--- src/sv/wg26_pkg.sv ---
package wg26_pkg;

    localparam int unsigned FRAME_LEN = 26;
    localparam int unsigned HALF_LEN  = 12;
    localparam int unsigned CODE_W    = 24;
    localparam int unsigned REG_W     = 16;
    localparam int unsigned IDX_W     = 8;
    localparam int unsigned BIT_IDX_W = 5;

    localparam logic [REG_W-1:0] PULSE_LEN_RST    = 16'd50;
    localparam logic [REG_W-1:0] BIT_GAP_RST      = 16'd500;
    localparam logic [REG_W-1:0] MSG_GAP_RST      = 16'd20000;
    localparam logic [REG_W-1:0] REPEAT_COUNT_RST = 16'd1;

    localparam logic [IDX_W-1:0] CFG_PULSE_LEN    = 8'd0;
    localparam logic [IDX_W-1:0] CFG_BIT_GAP      = 8'd1;
    localparam logic [IDX_W-1:0] CFG_MSG_GAP      = 8'd2;
    localparam logic [IDX_W-1:0] CFG_REPEAT_COUNT = 8'd3;

    localparam logic OP_TICK = 1'b0;
    localparam logic OP_SEND = 1'b1;

    typedef enum logic [1:0] {
        PH_IDLE  = 2'd0,
        PH_PULSE = 2'd1,
        PH_GAP   = 2'd2,
        PH_MSG   = 2'd3
    } t_phase;

endpackage

--- src/sv/wiegand26_transmitter.sv ---
// channel  dir  handshake                 payload
// in       in   i_in_valid / o_in_stall   i_opcode, i_card_code
// out      out  o_out_valid / i_out_stall o_data0_level, o_data1_level, o_busy_res,
//                                         o_start_rejected
// cfg      in   i_cfg_valid / o_cfg_ready i_cfg_index, i_cfg_data
//
// one word in, one word out: the sequencer state and the result register
// update in the same edge, so a word is taken every cycle that o_in_stall
// is low. o_in_stall is high only while a result sits in the output register and
// the downstream side stalls it
// i_rst_n is synchronous, active low; registers return to their reset values
// the config port is always ready
module wiegand26_transmitter
    import wg26_pkg::*;
(
    input  logic                 i_clk,
    input  logic                 i_rst_n,

    input  logic                 i_in_valid,
    output logic                 o_in_stall,
    input  logic                 i_opcode,
    input  logic [CODE_W-1:0]    i_card_code,

    output logic                 o_out_valid,
    input  logic                 i_out_stall,
    output logic                 o_data0_level,
    output logic                 o_data1_level,
    output logic                 o_busy_res,
    output logic                 o_start_rejected,

    input  logic                 i_cfg_valid,
    output logic                 o_cfg_ready,
    input  logic [IDX_W-1:0]     i_cfg_index,
    input  logic [REG_W-1:0]     i_cfg_data
);

    logic [REG_W-1:0]     r_pulse_len;
    logic [REG_W-1:0]     r_bit_gap;
    logic [REG_W-1:0]     r_msg_gap;
    logic [REG_W-1:0]     r_repeat_count;

    logic [FRAME_LEN-1:0] r_frame_bits, n_frame_bits;
    logic [BIT_IDX_W-1:0] r_bit_index, n_bit_index;
    t_phase               r_phase, n_phase;
    logic [REG_W-1:0]     r_phase_timer, n_phase_timer;
    logic [REG_W-1:0]     r_repeats_left, n_repeats_left;

    logic                 r_out_valid;
    logic                 r_d0, n_d0;
    logic                 r_d1, n_d1;
    logic                 r_busy;
    logic                 r_rej, n_rej;

    logic                 w_accept;
    logic [REG_W-1:0]     w_pulse_init;
    logic [BIT_IDX_W-1:0] w_bit_pos;
    logic [BIT_IDX_W-1:0] w_bi_inc;
    logic [REG_W-1:0]     w_rl_dec;
    logic [REG_W-1:0]     w_timer_dec;
    logic                 w_drive;
    logic                 w_line_bit;

    assign o_in_stall = r_out_valid & i_out_stall;
    assign w_accept   = i_in_valid & ~o_in_stall;
    assign o_cfg_ready = 1'b1;

    assign w_pulse_init = (r_pulse_len == '0) ? REG_W'(1) : r_pulse_len;
    assign w_bit_pos    = BIT_IDX_W'(FRAME_LEN - 1) - r_bit_index;
    assign w_bi_inc     = r_bit_index + BIT_IDX_W'(1);
    assign w_rl_dec     = r_repeats_left - REG_W'(1);
    assign w_timer_dec  = r_phase_timer - REG_W'(1);
    assign w_drive      = (r_phase == PH_PULSE) && (r_bit_index < BIT_IDX_W'(FRAME_LEN));
    assign w_line_bit   = r_frame_bits[w_bit_pos];

    always_comb begin
        n_frame_bits   = r_frame_bits;
        n_bit_index    = r_bit_index;
        n_phase        = r_phase;
        n_phase_timer  = r_phase_timer;
        n_repeats_left = r_repeats_left;
        n_d0           = 1'b1;
        n_d1           = 1'b1;
        n_rej          = 1'b0;

        if (i_opcode == OP_SEND) begin
            if (r_phase != PH_IDLE) begin
                n_rej = 1'b1;
                if (w_drive) begin
                    n_d0 = w_line_bit;
                    n_d1 = ~w_line_bit;
                end
            end else begin
                // even parity on top, odd parity at the bottom
                n_frame_bits   = {^i_card_code[CODE_W-1:HALF_LEN], i_card_code,
                                  ~^i_card_code[HALF_LEN-1:0]};
                n_bit_index    = '0;
                n_repeats_left = (r_repeat_count == '0) ? REG_W'(1) : r_repeat_count;
                n_phase        = PH_PULSE;
                n_phase_timer  = w_pulse_init;
            end
        end else if (r_phase != PH_IDLE) begin
            if (w_drive) begin
                n_d0 = w_line_bit;
                n_d1 = ~w_line_bit;
            end
            n_phase_timer = w_timer_dec;
            if (w_timer_dec == '0) begin
                // zero-length gaps fall through to the following phase
                unique case (r_phase)
                    PH_PULSE, PH_GAP: begin
                        if (r_phase == PH_PULSE && r_bit_gap != '0) begin
                            n_phase       = PH_GAP;
                            n_phase_timer = r_bit_gap;
                        end else begin
                            n_bit_index = w_bi_inc;
                            if (w_bi_inc < BIT_IDX_W'(FRAME_LEN)) begin
                                n_phase       = PH_PULSE;
                                n_phase_timer = w_pulse_init;
                            end else if (r_msg_gap != '0) begin
                                n_phase       = PH_MSG;
                                n_phase_timer = r_msg_gap;
                            end else begin
                                n_repeats_left = w_rl_dec;
                                n_bit_index    = '0;
                                if (w_rl_dec != '0) begin
                                    n_phase       = PH_PULSE;
                                    n_phase_timer = w_pulse_init;
                                end else begin
                                    n_phase       = PH_IDLE;
                                    n_phase_timer = '0;
                                end
                            end
                        end
                    end
                    PH_MSG: begin
                        n_repeats_left = w_rl_dec;
                        n_bit_index    = '0;
                        if (w_rl_dec != '0) begin
                            n_phase       = PH_PULSE;
                            n_phase_timer = w_pulse_init;
                        end else begin
                            n_phase       = PH_IDLE;
                            n_phase_timer = '0;
                        end
                    end
                    PH_IDLE: begin
                        n_phase       = PH_IDLE;
                        n_phase_timer = '0;
                    end
                endcase
            end
        end
    end

    always_ff @(posedge i_clk) begin
        if (!i_rst_n) begin
            r_pulse_len    <= PULSE_LEN_RST;
            r_bit_gap      <= BIT_GAP_RST;
            r_msg_gap      <= MSG_GAP_RST;
            r_repeat_count <= REPEAT_COUNT_RST;
        end else if (i_cfg_valid && o_cfg_ready) begin
            unique case (i_cfg_index)
                CFG_PULSE_LEN:    r_pulse_len    <= i_cfg_data;
                CFG_BIT_GAP:      r_bit_gap      <= i_cfg_data;
                CFG_MSG_GAP:      r_msg_gap      <= i_cfg_data;
                CFG_REPEAT_COUNT: r_repeat_count <= i_cfg_data;
                default: ;
            endcase
        end
    end

    always_ff @(posedge i_clk) begin
        if (!i_rst_n) begin
            r_frame_bits   <= '0;
            r_bit_index    <= '0;
            r_phase        <= PH_IDLE;
            r_phase_timer  <= '0;
            r_repeats_left <= '0;
            r_out_valid    <= 1'b0;
        end else begin
            if (w_accept) begin
                r_frame_bits   <= n_frame_bits;
                r_bit_index    <= n_bit_index;
                r_phase        <= n_phase;
                r_phase_timer  <= n_phase_timer;
                r_repeats_left <= n_repeats_left;
                r_out_valid    <= 1'b1;
            end else if (!i_out_stall) begin
                r_out_valid    <= 1'b0;
            end
        end
    end

    always_ff @(posedge i_clk) begin
        if (!i_rst_n) begin
            r_d0   <= 1'b1;
            r_d1   <= 1'b1;
            r_busy <= 1'b0;
            r_rej  <= 1'b0;
        end else if (w_accept) begin
            r_d0   <= n_d0;
            r_d1   <= n_d1;
            r_busy <= (n_phase != PH_IDLE);
            r_rej  <= n_rej;
        end
    end

    assign o_out_valid      = r_out_valid;
    assign o_data0_level    = r_d0;
    assign o_data1_level    = r_d1;
    assign o_busy_res       = r_busy;
    assign o_start_rejected = r_rej;

endmodule

--- config.mk ---
export PLATFORM = sky130hd
export DESIGN_NAME = wiegand26_transmitter
export DESIGN_NICKNAME = d
export VERILOG_FILES = /design/src/sv/wg26_pkg.sv /design/src/sv/wiegand26_transmitter.sv
export SDC_FILE = /design/constraint.sdc
export NUM_CORES = 1
export LEC_CHECK = 0
export BUFFER_PORTS_ARGS = -buffer_cell sky130_fd_sc_hd__buf_2
export CAP_MARGIN = 40
export CORE_ASPECT_RATIO = 0.75
export CORE_MARGIN = 2
export CORE_UTILIZATION = 60
export DETAILED_ROUTE_END_ITERATION = 16
export PLACE_DENSITY_LB_ADDON = 0.1
export SETUP_SLACK_MARGIN = 0.5
export SLEW_MARGIN = 20
export SYNTH_ARGS = -nofsm -noshare
export SYNTH_HDL_FRONTEND = slang
export SYNTH_SLANG_ARGS = --single-unit
--- constraint.sdc ---
create_clock -name i_clk -period 3.8 [get_ports i_clk]
set_input_delay 0.76 -clock i_clk [delete_from_list [all_inputs] [get_ports i_clk]]
set_output_delay 0.76 -clock i_clk [all_outputs]
set_load 0.05 [all_outputs]
== Yosys cells after proc, flatten, opt, wreduce, memory -nomap -nowiden ==
Cells that the tools add are included.
W data, S select, Z words.
Storage, ports and cells
  register bits after elaboration: 134
  input port bits: 54
  output and inout bits: 7
  word-level logic and storage cells: 109
Operators by class
  $add $sub $neg: 4
  magnitude comparators: 3
  equality and inequality tests: 11
  mux-type cells: 46
  bitwise operators: 5
  reductions and logical operators: 26
Operator list (number)
  $mux W16: 17
  $logic_not A16 Y1: 3
  $pmux W16 S3: 1
  $reduce_bool A16 Y1: 3
  $mux W5: 7
  $pmux W16 S2: 1
  $sub A16 B1 Y16 const B: 2
  $eq A8 B2 Y1 const B: 2
  $mux W2: 7
  $reduce_xnor A12 Y1: 1
  $reduce_xor A12 Y1: 1
  $lt A5 B5 Y1 const B: 2
  $mux W1: 10
  $pmux W5 S2: 1
  $ne A3 B3 Y1 const B: 3
  $eq A8 B1 Y1 const B: 1
  $logic_not A8 Y1: 1
  $reduce_and A2 Y1: 4
  $reduce_and A8 Y1: 1
  $reduce_bool A2 Y1: 4
  $lt A5 B6 Y1 const B: 1
  $pmux W2 S3: 1
  $reduce_and A3 Y1: 2
  $reduce_and A6 Y1: 1
  13 further kinds: 18

== Longest topological paths before layout ==
Gate-level depths: netlist of the first run.
  depth after elaboration: 11
  depth in mapped cells: 13
  gate-level depth less buffers: 10

== Worst setup path after synthesis of the first run ==
No wires, ideal clock.
  kind: flip-flop to flip-flop
  from: reg r_repeats_left[0]
  to: reg r_phase_timer[3]
  library setup time: 126 ps
  data arrival time: 2990 ps
  required time: 3674 ps
  setup slack: 683 ps
  stages on the path, launching flop included: 12
  buffers on the path: 1
  period minus slack after synthesis: 3117 ps
  cells stage by stage: dfxtp_1 inv_1 ha_1 or4b_2 nor4_1 xor2_1 or4_1 o31ai_1 nand2_1 buf_2 a221oi_1 o31ai_1
On the way
  word-level cells in the longest chain between the ends: 10
RTL lines
  start, declared: RTL line wiegand26_transmitter.sv:46  | logic [REG_W-1:0] r_repeats_left, n_repeats_left;
  start signal, assigned: RTL line wiegand26_transmitter.sv:186  | r_repeats_left <= n_repeats_left;
  $sub A16 B1 Y16 *: RTL line wiegand26_transmitter.sv:70  | assign w_rl_dec = r_repeats_left - REG_W'(1);
  $reduce_bool A16 Y1 *: RTL line wiegand26_transmitter.sv:125, wiegand26_transmitter.sv:138
  $mux W16 *: RTL line wiegand26_transmitter.sv:125, wiegand26_transmitter.sv:138
  $mux W16: RTL line wiegand26_transmitter.sv:119  | end else if (r_msg_gap != '0) begin
  $mux W16: RTL line wiegand26_transmitter.sv:116  | if (w_bi_inc < BIT_IDX_W'(FRAME_LEN)) begin
  $mux W16: RTL line wiegand26_transmitter.sv:111  | if (r_phase == PH_PULSE && r_bit_gap != '0) begin
  $pmux W16 S3 *: RTL line wiegand26_transmitter.sv:109  | unique case (r_phase)
  $mux W16 *: RTL line wiegand26_transmitter.sv:107  | if (w_timer_dec == '0) begin
  $mux W16 *: RTL line wiegand26_transmitter.sv:101  | end else if (r_phase != PH_IDLE) begin
  $mux W16 *: RTL line wiegand26_transmitter.sv:85  | if (i_opcode == OP_SEND) begin
  end signal, assigned: RTL line wiegand26_transmitter.sv:185  | r_phase_timer <= n_phase_timer;
  end, declared: RTL line wiegand26_transmitter.sv:45  | logic [REG_W-1:0] r_phase_timer, n_phase_timer;
Every way passes the cells marked *; elsewhere a longest branch is shown, timed or not. The select of a mux whose other input is x is not followed.
A chain may end at the register's enable or synchronous reset.

== Final worst setup path of the first run ==
  from: reg r_repeats_left[5]
  to: reg r_phase_timer[9]
Same word-level chain as after synthesis.

==> results.md, run 1 <==
- Core ar.: 12200 µm²
- Crit-path max FO: 14
- Cell Rows: 35
- CP startpoint kind: register
- Yosys warning total: 0
- Most common library cell in the layout ignoring fill and taps: nand2_1
- Crit path DAT: 3.42 ns
- Via-to-Cell Ratio: 6.47
- NumNets Final: 1017
- First-pass GRT wire length: 34.6 mm
- GPL Wtd Cong: 0.921
- Final min period: 3.12 ns
- Clk sinks: 134
- Inserted Clock Buffers: 17
- TritonRoute pass-1 iters: 8
- ANT cells: 0
- PortBufs: 59
- WL/cell: 19.2 µm
- Reg area: 2680 µm²
- Endpoints failing setup: 0
- Vias in the first global route: 6627
- Layout cells sized above 1: 0.174
- GRT Overall Usage: 0.326
- Placed insts: 1091
- Initial antenna violation count: 0
- Clk buf depth: 2
- Most frequent cells in the layout: nand2_1 (147), dfxtp_1 (134), a21oi_1 (74)
- Fmax: 321 MHz
- Ys flop type: dfxtp_1
- DRC Markers: 0
- Largest net degree at the start of global routing: 78
- Area of the multi-input gates: 4590 µm²
- Max Clock Skew: 0.0101 ns
- Avg Cell Area, Syn: 8.22 µm²
- Chip height: 101 µm
- P_leak: 0.00342 µW
- Worst Path Required: 4.10 ns
- CTS tree: built
- Slew headroom: 0.444
- Final WL: 21.7 mm
- Post-synth top area share: 0.358
- Register area share after synthesis: 0.358
- Final max-slew violation count: 0
- Tcrit/Tclk final: 0.820
- Clk slew on worst S/H paths: 0.06 ns
- Clk_lat worst skew: 0.43 ns
- Synthesized cell area: 7500 µm²
- Total number of vias: 7297
- Synthesized flop and latch total: 134
- Status: finished clean
- Final Hold Fails: 0
- Starting Density: 0.614
- Antenna viol nets, final: 0
- Die area: 13400 µm²
- Top cells by area, synth: dfxtp_1 (36%), nand2_1 (7.4%), mux2i_1 (6.9%), a21oi_1 (4.9%), nor2_1 (3.6%)
- Synth area leader: dfxtp_1
- RSZ-0062 raised after global routing: true
- Number of non-filler instances in the completed layout: 1128
- HP Class: register to register
- CTS root buf: clkbuf_16
- 1st-iter DRT viols: 664
- H-tree depth: 4
- Layout filler cell count: 971
- Fraction of registers with async set/reset: 0
- Die span in x: 133 µm
- Crit. End Element: register
- I/O pin cnt: 61
- Worst-Margin Slew: 0.832 ns
- Hpwl dp: 15.2 mm
- Synthesized instance count: 912
- EDFF count, synth: 0
- Peak supply drop: 0.000360 V
- PnR Total Power: 4010 µW
- Area grow syn2layout: 15.4%
- Post-synth net total: 980
- Pwr/cell area: 463 nW/µm²
- Max cap viols: 0
- Grt total ovfl: 0
- Library cells used by synthesis: 82
- Type of the worst setup path: register to register
- Setup tns final: 0 ns
## state kept, by name, indices dropped and copies added (netlist names)
| signal | cells |
|---|---|
| r_frame_bits | 26 |
| r_bit_gap | 16 |
| r_msg_gap | 16 |
| r_phase_timer | 16 |
| r_pulse_len | 16 |
| r_repeat_count | 16 |
| r_repeats_left | 16 |
| r_bit_index | 5 |
| r_phase | 2 |
| o_busy_res | 1 |
| o_data0_level | 1 |
| o_data1_level | 1 |
| o_out_valid | 1 |
| o_start_rejected | 1 |
## synthesized netlist by cell type, drive strengths merged (6+ instances only)
cell,number
nor2b,7
a211oi,6
or4,6
inv,19
o41ai,6
mux2i,52
clkbuf,45
buf,19
o31ai,13
nand2,147
dfxtp,134
o21a,7
a31oi,8
mux4,6
ha,14
xor2,11
nand3,21
a221oi,9
a21boi,6
nor3,21
o21ai,45
xnor2,26
nand2b,6
or3,7
nor4,27
a22o,15
nor2,73
a21oi,74
## through the flow
| stage | setup slack, ns | utilization | cell area (µm²) | hold WS (ns) |
|---|---|---|---|---|
| floorplan | 0.683 | - | 7500 | 0.429 |
| global placement | 0.507 | 0.645 | 7880 | 0.437 |
| detailed placement | 0.328 | 0.645 | 7880 | 0.447 |
| CTS | 0.473 | 0.699 | 8540 | 0.456 |
| global route | 0.486 | 0.708 | 8650 | 0.481 |
| finish | 0.684 | 0.708 | 8650 | 0.454 |
## layout make-up
| class | count | share of cell area |
|---|---|---|
| clock buffer | 19 | 0.0523 |
| clock inverter | 13 | 0.0188 |
| multi-input combinational | 694 | 0.530 |
| sequential | 134 | 0.310 |
| inverter | 20 | 0.00868 |
| timing repair buffer | 82 | 0.0561 |
| tap | 166 | 0.0240 |
## critical path, cell delays in order (launching register included)
cell and delay (ns):
dfxtp_1 0.39, or4_1 0.61, nor4_4 0.28, xor2_1 0.14, or4_4 0.58, o41ai_4 0.25, nand2_1 0.10, buf_4 0.21
a221oi_1 0.34, o31ai_1 0.10
## cells by family after synthesis
logic type | count (synthesis) | share of synthesized area
AOI/OAI and AO/OA | 234 | 0.211
muxes | 60 | 0.0905
adders and majority gates | 14 | 0.0234
other | 1 | 0.000500
and+or+nand+nor | 348 | 0.227
xor gates and xnor gates | 37 | 0.0432
DFF | 134 | 0.358
buffers and inverters | 84 | 0.0464
## where the power goes
| part | switching [µW] | internal (µW) |
|---|---|---|
| combinational | 475 | 300 |
| sequential | 58.2 | 1450 |
| clock | 702 | 1020 |
## metal layers
metal | wire (µm) | global-route usage | share of wire | vias to the layer above
li1 | - | - | - | 3393
met5 | 0 | 0 | 0 | -
met1 | 10100 | 0.482 | 0.47 | 3474
met3 | 1810 | 0.0533 | 0.084 | 43
met4 | 409 | 0.104 | 0.019 | 0
met2 | 9310 | 0.488 | 0.43 | 387
## final timing paths
| check | startpoint | endpoint | slack (ns) | depth (start not counted) |
|---|---|---|---|---|
| hold / removal | r_frame_bits[21] | r_frame_bits[21] | 0.45 | 2 |
| hold reg to reg | r_frame_bits[21] | r_frame_bits[21] | 0.45 | 2 |
| setup reg to reg | r_repeats_left[5] | r_phase_timer[9] | 0.68 | 9 |
| setup / recovery | r_repeats_left[5] | r_phase_timer[9] | 0.68 | 9 |
## timing repair
item                       4_1_cts  5_1_grt
resized for setup                6       15
pin swaps                        1        1
setup endpoints to repair       24       37
buffers inserted                 3        0
hold buffers                     0        0
No activity file was read; power rests on OpenSTA's default activity.
==> inputs of run 2 (changes only) <==
ABC_AREA = 1   (was not set)
clock period = 3.1 ns   (was 3.8 ns; I/O delays follow)
==> run 2 against run 1 <==
Against the previous run: routed wire length decreased by 2.7%; setup slack got worse by 0.027 ns; largest power group unchanged; flip-flop and latch count unchanged; largest cell class unchanged; critical endpoint is now o_busy_res; design area increased by 0.40%.
==> results.md, run 2 <==
- Synthesized flop and latch total: 134
- Final Hold Fails: 0
- EDFF count, synth: 0
- WHS Path Cells: 2
- Status: finished clean
- GRT Overall Usage: 0.321
- H-tree depth: 4
- Number of flip-flops in the largest register: 26
- Clk buf depth: 2
- Final max-slew violation count: 0
- PortBufs: 59
- Die area: 13400 µm²
- Post-synth top area share: 0.358
- First-pass GRT wire length: 34.2 mm
- Clk_lat worst skew: 0.42 ns
- Final min period: 2.44 ns
- Yosys warning total: 0
- I/O pin cnt: 61
- CTS tree: built
- Worst R2R Setup Slack: 0.66 ns
- Max Clock Skew: 0.0105 ns
- Chip height: 101 µm
- Minimum hold slack: 0.455 ns
- Endpoints failing setup: 0
- GPL Wtd Cong: 0.967
- CTS root buf: clkbuf_16
- Finished Cell Area: 8690 µm²
- Reg-to-reg endpoint: o_busy_res
- Ys flop type: dfxtp_1
- Worst Path Required: 3.42 ns
- Cell Chain, Critical Path: nor2_2 -> nand2_2 -> nor2_2 -> nand3_2 -> o21ai_2 -> nand2_1 -> nor3_1 -> nand3_1 -> nor2_1 -> buf_4 -> nand4_1 -> nand3_1 -> nand3_1 -> nand2_1 -> inv_1
- Worst-Margin Slew: 0.670 ns
- Top cells by count, synth: nand2_1 (252), a21oi_1 (138), dfxtp_1 (134)
- Starting Density: 0.612
- P_leak: 0.00373 µW
- Synthesized cell area: 7480 µm²
- Crit path DAT: 2.76 ns
- WHS Endpoint: r_frame_bits[12]
- Most frequent CP cell: nand3_1
- CP max stage delay: 0.35 ns
- Top-count cell post-synth: nand2_1
- Reg-to-reg startpoint: r_phase_timer[2]
- Hold path startpoint: r_frame_bits[12]
- Register area share after synthesis: 0.358
- Pwr/cell area: 546 nW/µm²
- Max cap viols: 0
- DRC Markers: 0
- Top reg by flops: r_frame_bits
- Core ar.: 12200 µm²
- RSZ-0062 raised after global routing: false
- Library cells used by synthesis: 40
- Area grow syn2layout: 16.1%
- NumNets Final: 1241
- Antenna viol nets, final: 0
- Fmax: 409 MHz
- Setup tns final: 0 ns
- Total number of vias: 7603
- Grt total ovfl: 0
- CP Buf/Inv Count: 2
- Synth area leader: dfxtp_1
- ANT cells: 0
- Cell Rows: 35
- Via-to-Cell Ratio: 5.62
- Initial antenna violation count: 0
- Slew headroom: 0.552
- Avg Cell Area, Syn: 6.66 µm²
- Peak supply drop: 0.000446 V
- Vias in the first global route: 6878
- Most common library cell in the layout ignoring fill and taps: nand2_1
- Largest net degree at the start of global routing: 71
- Die span in x: 133 µm
- Layout cells sized above 1: 0.139
- Crit-path slowest cell: dfxtp_2
- Synthesized instance count: 1124
- Clk slew on worst S/H paths: 0.06 ns
- CP startpoint kind: register
- HP Class: register to register
- Crit. End Element: register
- Fraction of registers with async set/reset: 0
- Post-synth net total: 1192
- Crit-path max FO: 11
- Clk sinks: 134
- 1st-iter DRT viols: 587
- CTS Hold Bufs: 0
- Top cells by area, synth: dfxtp_1 (36%), nand2_1 (13%), a21oi_1 (9.2%), o21ai_0 (7.4%), inv_1 (6.7%)
- Placed inst area: 7890 µm²
- TritonRoute pass-1 iters: 5
- Most frequent cells in the layout: nand2_1 (248), a21oi_1 (138), inv_1 (131)
- Hpwl dp: 15.0 mm
- Tcrit/Tclk final: 0.788
- Final WL: 21.1 mm
- CP top delay family: simple AND/OR/NAND/NOR gates
- Type of the worst setup path: register to register
- WL/cell: 15.6 µm
- Inserted Clock Buffers: 17
- Worst-case reg-to-reg path depth: 15
-- run 2: cell count changes after synthesis, moves of 11 or more --
cell	previous run	this run
inv_1	18	133
o31ai_1	13	1
nor4_1	25	12
buf_2	14	3
o211ai_1	1	22
o21ai_0	40	111
mux2i_1	52	0
a22o_1	15	0
a21oi_1	74	138
nand2_1	147	252
nand3_1	20	75
-- run 2: per-layer routing --
metal  GRT usage  vias up  part of all wire
met1       0.474     3438              0.49
met2       0.479      322              0.42
met5           0        -                 0
met4      0.0902        0             0.016
met3      0.0618       38             0.073
li1            -     3805                 -
-- run 2: repair_timing --
action	in CTS	in global routing
gates cloned	0	2
pin swaps	1	11
endpoints found under the setup margin	29	39
resized for setup	4	32
setup buffers	1	6
hold endpoints to repair	0	0
-- run 2: how the worst max path moves through the flow --
stage,slack (ns),startpoint,cells past startpoint,endpoint
floorplan,0.76,i_opcode,9,r_phase_timer[10]
global placement,0.39,r_bit_index[1],12,r_phase_timer[12]
detailed placement,0.43,r_bit_index[1],12,r_phase_timer[15]
CTS,0.51,r_phase_timer[0],15,o_busy_res
global route,0.46,r_phase_timer[1],18,o_busy_res
finish,0.66,r_phase_timer[2],15,o_busy_res
-- run 2: worst reg2reg max path: cells and delay by family, from the launching register on --
family / cells / cell delay, ns
simple gates: 12 / 1.59
flops: 1 / 0.35
compound gates: 1 / 0.16
buf+inv: 2 / 0.24
-- run 2: per-stage QoR --
| stage | std cells | utilization | total power [µW] | setup WS, ns |
|---|---|---|---|---|
| 6_report | 1352 | 0.711 | 4740 | 0.657 |
| 5_1_grt | 1352 | 0.711 | 4940 | 0.461 |
| 2_1_floorplan | 1124 | - | 2440 | 0.761 |
| 3_5_place_dp | 1311 | 0.646 | 2640 | 0.427 |
| 3_3_place_gp | 1311 | 0.646 | 2630 | 0.390 |
| 4_1_cts | 1344 | 0.697 | 4680 | 0.508 |
-- run 2: cell families after synthesis --
kind of cell             Yosys count  synth area share
AND/OR/NAND/NOR                  459             0.269
AO/OA/AOI/OAI                    289             0.205
buffers and inverters            190             0.100
flip-flops                       134             0.358
XOR/XNOR                          37            0.0433
adder cells (fa/ha/maj)           14            0.0234
other                              1          0.000501
-- run 2: power breakdown --
part	leakage, µW	internal (µW)	total [µW]	switching [µW]
clock	0.000295	1230	2060	833
combinational	0.00234	304	861	556
sequential	0.00109	1770	1820	45.4
-- run 2: area by class of cell --
| cell class | count | area [µm²] |
|---|---|---|
| multi-input cells | 801 | 4170 |
| fillers | 1031 | 3530 |
| flip-flops and latches | 134 | 2690 |
| inverters | 135 | 518 |
| repair buffers | 84 | 497 |
| clock buffers | 18 | 439 |
| well taps | 166 | 208 |
| clock inverters | 14 | 165 |
